===== src/design/gnf_pkg.sv =====
// ----------------------------------------------------------------------------
// gnf_pkg
// Shared types and constants of the fixed-point gradient noise fBm block.
// ----------------------------------------------------------------------------
package gnf_pkg;

   localparam int PERM_ENTRIES = 256;
   localparam int OCT_W        = 4;

   // Input item modes.
   localparam logic [1:0] MODE_LOAD_PERM = 2'd0;
   localparam logic [1:0] MODE_LOAD_GRAD = 2'd1;
   localparam logic [1:0] MODE_SAMPLE    = 2'd2;

   // Register indexes.
   localparam logic CSR_BASE_FREQUENCY = 1'b0;
   localparam logic CSR_OCTAVE_COUNT   = 1'b1;

   localparam logic [23:0] BASE_FREQUENCY_RESET = 24'd65536;
   localparam logic [3:0]  OCTAVE_COUNT_RESET   = 4'd1;

   // Quintic fade constants: 15 and 10 in Q.16.
   localparam logic [20:0] FADE_A0 = 21'd983040;
   localparam logic [20:0] FADE_B0 = 21'd655360;

   localparam logic signed [23:0] SUM_MAX = 24'sd524287;
   localparam logic signed [23:0] SUM_MIN = -24'sd524288;

   typedef enum logic [3:0] {
      OP_NOP,
      OP_WR_PERM,
      OP_WR_GRAD,
      OP_SCALE,
      OP_SPLIT,
      OP_PERM_RD,
      OP_DOT,
      OP_FADE,
      OP_LERP,
      OP_ACCUM,
      OP_EMIT
   } gnf_op_type;

   typedef struct packed {
      gnf_op_type       op;
      logic [2:0]       sel;
      logic [OCT_W-1:0] octave;
   } gnf_cmd_type;

   typedef struct packed {
      logic out_free;
   } gnf_status_type;

endpackage


===== src/design/gnf_ctrl.sv =====
// ----------------------------------------------------------------------------
// gnf_ctrl
// Sequencer: steps the datapath through table loads, scaling, octave loop and emission.
// ----------------------------------------------------------------------------
module gnf_ctrl #(
   parameter int MAX_OCTAVES = 8
) (
   input  logic                    clock,
   input  logic                    reset,
   input  logic                    accept,
   input  logic [1:0]              req_mode,
   input  logic [3:0]              octave_count,
   input  gnf_pkg::gnf_status_type status,
   output gnf_pkg::gnf_cmd_type    cmd,
   output logic                    req_ready
);
   import gnf_pkg::*;

   typedef enum logic [1:0] {ST_IDLE, ST_LOAD, ST_RUN, ST_EMIT} state_type;

   localparam logic [OCT_W-1:0] LAST_MAX = OCT_W'(MAX_OCTAVES - 1);

   state_type        state_ff;
   gnf_cmd_type      cmd_ff;
   logic             ready_ff;
   logic [OCT_W-1:0] last_ff;
   logic [OCT_W-1:0] last_in;

   // Zero octaves means one; more than the maximum are clamped.
   always_comb begin
      if (octave_count == 4'd0) begin
         last_in = '0;
      end else if (OCT_W'(octave_count - 4'd1) > LAST_MAX) begin
         last_in = LAST_MAX;
      end else begin
         last_in = OCT_W'(octave_count - 4'd1);
      end
   end

   always_ff @(posedge clock) begin
      if (reset) begin
         state_ff <= ST_IDLE;
         cmd_ff   <= '{op: OP_NOP, sel: '0, octave: '0};
         ready_ff <= 1'b1;
         last_ff  <= '0;
      end else begin
         unique case (state_ff)
            ST_IDLE: begin
               if (accept) begin
                  ready_ff <= 1'b0;
                  last_ff  <= last_in;
                  priority if (req_mode == MODE_LOAD_PERM) begin
                     cmd_ff   <= '{op: OP_WR_PERM, sel: '0, octave: '0};
                     state_ff <= ST_LOAD;
                  end else if (req_mode == MODE_LOAD_GRAD) begin
                     cmd_ff   <= '{op: OP_WR_GRAD, sel: '0, octave: '0};
                     state_ff <= ST_LOAD;
                  end else if (req_mode == MODE_SAMPLE) begin
                     cmd_ff   <= '{op: OP_SCALE, sel: '0, octave: '0};
                     state_ff <= ST_RUN;
                  end else begin
                     cmd_ff   <= '{op: OP_NOP, sel: '0, octave: '0};
                     state_ff <= ST_LOAD;
                  end
               end else begin
                  cmd_ff <= '{op: OP_NOP, sel: '0, octave: '0};
               end
            end
            ST_LOAD: begin
               cmd_ff   <= '{op: OP_NOP, sel: '0, octave: '0};
               ready_ff <= 1'b1;
               state_ff <= ST_IDLE;
            end
            ST_RUN: begin
               unique case (cmd_ff.op)
                  OP_SCALE: begin
                     if (cmd_ff.sel == 3'd0) begin
                        cmd_ff.sel <= 3'd1;
                     end else begin
                        cmd_ff.op  <= OP_SPLIT;
                        cmd_ff.sel <= '0;
                     end
                  end
                  OP_SPLIT: begin
                     cmd_ff.op  <= OP_PERM_RD;
                     cmd_ff.sel <= '0;
                  end
                  OP_PERM_RD: begin
                     if (cmd_ff.sel == 3'd6) begin
                        cmd_ff.op  <= OP_DOT;
                        cmd_ff.sel <= '0;
                     end else begin
                        cmd_ff.sel <= cmd_ff.sel + 3'd1;
                     end
                  end
                  OP_DOT: begin
                     if (cmd_ff.sel == 3'd7) begin
                        cmd_ff.op <= OP_FADE;
                     end
                     cmd_ff.sel <= cmd_ff.sel + 3'd1;
                  end
                  OP_FADE: begin
                     if (cmd_ff.sel == 3'd7) begin
                        cmd_ff.op <= OP_LERP;
                     end
                     cmd_ff.sel <= cmd_ff.sel + 3'd1;
                  end
                  OP_LERP: begin
                     if (cmd_ff.sel == 3'd2) begin
                        cmd_ff.op  <= OP_ACCUM;
                        cmd_ff.sel <= '0;
                     end else begin
                        cmd_ff.sel <= cmd_ff.sel + 3'd1;
                     end
                  end
                  OP_ACCUM: begin
                     if (cmd_ff.octave == last_ff) begin
                        cmd_ff   <= '{op: OP_NOP, sel: '0, octave: '0};
                        state_ff <= ST_EMIT;
                     end else begin
                        cmd_ff.op     <= OP_SPLIT;
                        cmd_ff.octave <= cmd_ff.octave + OCT_W'(1);
                     end
                  end
                  default: begin
                     cmd_ff   <= '{op: OP_NOP, sel: '0, octave: '0};
                     state_ff <= ST_EMIT;
                  end
               endcase
            end
            ST_EMIT: begin
               if (status.out_free) begin
                  cmd_ff   <= '{op: OP_EMIT, sel: '0, octave: '0};
                  ready_ff <= 1'b1;
                  state_ff <= ST_IDLE;
               end
            end
            default: begin
               state_ff <= ST_IDLE;
            end
         endcase
      end
   end

   assign cmd       = cmd_ff;
   assign req_ready = ready_ff;

   a_ready_idle: assert property (@(posedge clock) disable iff (reset)
      ready_ff |-> state_ff == ST_IDLE)
      else $error("ready raised outside idle");

   a_emit_free: assert property (@(posedge clock) disable iff (reset)
      cmd_ff.op == OP_EMIT |-> $past(status.out_free))
      else $error("result emitted into a full output register");

   a_octave_bound: assert property (@(posedge clock) disable iff (reset)
      state_ff == ST_RUN |-> cmd_ff.octave <= last_ff)
      else $error("octave index past the last octave");

endmodule


===== config.mk =====
export PLATFORM = sky130hd
export DESIGN_NAME = gnf_ctrl
export DESIGN_NICKNAME = d
export VERILOG_FILES = /design/src/design/gnf_pkg.sv /design/src/design/gnf_ctrl.sv
export SDC_FILE = /design/constraint.sdc
export NUM_CORES = 1
export LEC_CHECK = 0
export ABC_AREA = 1
export BUFFER_PORTS_ARGS = -buffer_cell sky130_fd_sc_hd__buf_2
export CORE_MARGIN = 2
export CORE_UTILIZATION = 50
export DETAILED_ROUTE_END_ITERATION = 10
export PLACE_DENSITY = 0.81
export SETUP_SLACK_MARGIN = 0.05
export SYNTH_ARGS = -nofsm -noshare
export SYNTH_HDL_FRONTEND = slang
export SYNTH_SLANG_ARGS = --single-unit

===== constraint.sdc =====
create_clock -name clock -period 3.7 [get_ports clock]
set_input_delay 0.37 -clock clock [delete_from_list [all_inputs] [get_ports clock]]
set_output_delay 0.37 -clock clock [all_outputs]
set_load 0.05 [all_outputs]

==> flow_summary.yaml <==
global_route:
  gr-usage-all-layers_pct: 21.4
  grt_pass1_wl_um: 4700
  first_global_vias: 1132
  antenna_found_initial: 0
  largest_net_degree_at_the_start_of_global_routing: 14
  gr-total-overflow: 0
min_path:
  timing.hold.worst_endpoint: "last_ff[0]"
  hold_path_class: "in -> reg"
  worst_hold_path.num_cells: 3
  hp-start: "octave_count[3]"
synthesis:
  synth.area.top_cells: "sky130_fd_sc_hd__dfxtp_1 28%, sky130_fd_sc_hd__nand2_1 18%, sky130_fd_sc_hd__ha_1 8.8%"
  post_synthesis_mean_instance_area_um2: 6.34
  synthesis.nets: 221
  ys_seq_area_share_pct: 28.1
  ys_ff_latch: 18
  synth_top_cells_by_count: "63 x sky130_fd_sc_hd__nand2_1, 26 x sky130_fd_sc_hd__inv_1, 19 x sky130_fd_sc_hd__a21oi_1"
  yosys_warnings: 0
  synth.most_common_cell: "sky130_fd_sc_hd__nand2_1"
  leading_area_contributor_after_synthesis: "sky130_fd_sc_hd__dfxtp_1"
  synth_enable_flop_cells: 0
  synthArstFlopShare_pct: 0
  ys_dominant_reg_cell: "sky130_fd_sc_hd__dfxtp_1"
  synthesis.instances: 202
  synth_unique_cells: 23
  synthDominantCellAreaShare_pct: 28.1
  post_synth_instance_area_mm2: 0.00128
clock_network:
  number_of_buffers_inserted_during_clock_tree_synthesis: 3
  clockBufferDepth: 2
  cts_sinks: 18
  clock_tree_from_tritoncts: "built"
  ctsRootBufferMaster: "sky130_fd_sc_hd__clkbuf_4"
  ctsHoldBuffers: 0
  clock_insertion_delay_worst_skew_ns: 0.30
  h_tree_levels: 1
  cts.clk_slew.worst_paths_ns: 0.11
  post_cts.resized_instances: 0
  post_cts.repair.setup_buffers: 0
setup_path:
  critPathLaunch: "cmd[7]"
  timing.critical_path.max_delay_family: "flip-flops"
  worst-r2r-setup-slack_ns: 2.23
  reg2reg_depth: 6
  cp_max_fo: 9
  crit_chain: "buf_2"
  worstPathRequired_ns: 3.33
  worstReg2RegEnd: "cmd[4]"
  setup.worst_path.start_class: "register"
  timing.critical_path.slowest_cell_delay_ns: 0.56
  path_class: "reg -> out"
  endpoint_kind: "primary output"
  r2r_start: "cmd[8]"
  worst_ep_arrival_time_ns: 1.20
  critPathSlowestCell: "sky130_fd_sc_hd__dfxtp_1"
  crit_buf_inv: 1
sta:
  slew_worst_pin_ns: 0.438
  setup_viol_count_final: 0
  timing_max_transition_violations_final: 0
  final_period_minus_worst_setup_slack_ns: 1.57
  setup_ws_ns: 2.13
  finalSetupTns_ns: 0
  hold_violations: 0
  finalHoldWorstSlack_ns: 0.379
  skew_ns: 0.00996
  slew_headroom_pct: 70.8
  rsz0062_at_grt: "false"
  layout_worst_path_cycle_share_pct: 42.4
  max_clock_freq_ghz: 0.637
layout:
  insertedDiodeCount: 0
  finish.instance_area_mm2: 0.00146
  flow.area_growth_from_synthesis_pct: 13.7
  postLayoutCoreUtil_pct: 59.3
  drive_above_1_share_pct: 19.5
  final_cell_count_no_fill: 256
  fin_nets: 246
drt:
  drt_first_pass_iters: 4
  finalWirelength_um: 2740
  drcViolationCount: 0
  detailedRoute.firstIterationViolations: 29
  antenna_left: 0
  avgViaCountPerCell: 5.03
  routed_len_inst_um: 10.7
  num_vias: 1287
die:
  fp-row-count: 18
  die_area_mm2: 0.00298
  top_level_ports: 22
  floorplan.die.height_um: 54.6
  chipWidth_um: 54.6
  floorplan.initialDensity_pct: 52.2
  core_box_area_mm2: 0.00245
power:
  total_power_mw: 0.421
  maximum_ir_drop_on_the_vdd_rail_mv: 0.241
  p_leak_nw: 0.740
  pwr_density_cell_mw_per_mm2: 289
place:
  place.detailed.hpwl_um: 2170
  post-place-cells: 252
  buffer_ports.inserted: 21
  dpl_worst_slack_ns: 2.25
  post_dp_cell_area_mm2: 0.00142
  gpl.final_weighted_congestion: 0.847
flow_run:
  max_cap_viol_count: 0
outcome:
  run_status: "finished clean"
report_power, final:
part           internal [mW]  switching (mW)
clock                 0.0600          0.0623
combinational         0.0266          0.0588
sequential             0.203          0.0107
total                  0.289           0.132
per-layer routing:
metal | vias to the layer above | GRT usage [%] | part of all wire, %
met5 | - | 0 | 0
met4 | 0 | 7.50 | 0.99
met3 | 4 | 3.28 | 3.3
met2 | 27 | 35.1 | 48
met1 | 567 | 28.2 | 48
li1 | 689 | - | -
cell families after synthesis:
kind of cell	after synthesis	synth area share, %
compound gates	29	12.3
xor+xnor	4	2.73
fa+ha+maj	9	8.79
buf+inv	32	9.37
flops	18	28.1
simple gates	110	38.7
cell type report:
cell class,instances,area (µm²)
Sequential cell,18,360
Multi-Input combinational cell,152,801
Tap cell,30,37.5
Inverter,31,116
Timing Repair Buffer,21,105
Clock buffer,4,36.3
Fill cell,241,998
sequential cells by signal, summed over array words and instances, names as in the netlist:
name / count
cmd: 11
last_ff: 4
state_ff: 2
req_ready: 1
placed cells by master (no fill, tap or decap), types with 3 or more instances in the layout:
cell type / count
sky130_fd_sc_hd__a21oi_1: 19
sky130_fd_sc_hd__inv_2: 5
sky130_fd_sc_hd__nand2_1: 63
sky130_fd_sc_hd__clkbuf_4: 3
sky130_fd_sc_hd__buf_2: 21
sky130_fd_sc_hd__o21ai_0: 5
sky130_fd_sc_hd__inv_1: 26
sky130_fd_sc_hd__ha_1: 9
sky130_fd_sc_hd__nand4_1: 3
sky130_fd_sc_hd__nor2_2: 5
sky130_fd_sc_hd__dfxtp_1: 18
sky130_fd_sc_hd__nor2_1: 17
sky130_fd_sc_hd__nand3_1: 13
worst max-delay path by stage:
stage | cells past startpoint | end
final | 1 | cmd[7]
after global routing | 1 | cmd[7]
after CTS | 1 | cmd[7]
after detailed placement | 10 | cmd[9]
after global placement | 10 | cmd[9]
after floorplan | 10 | cmd[9]
Power figures use the tool's default switching activity.
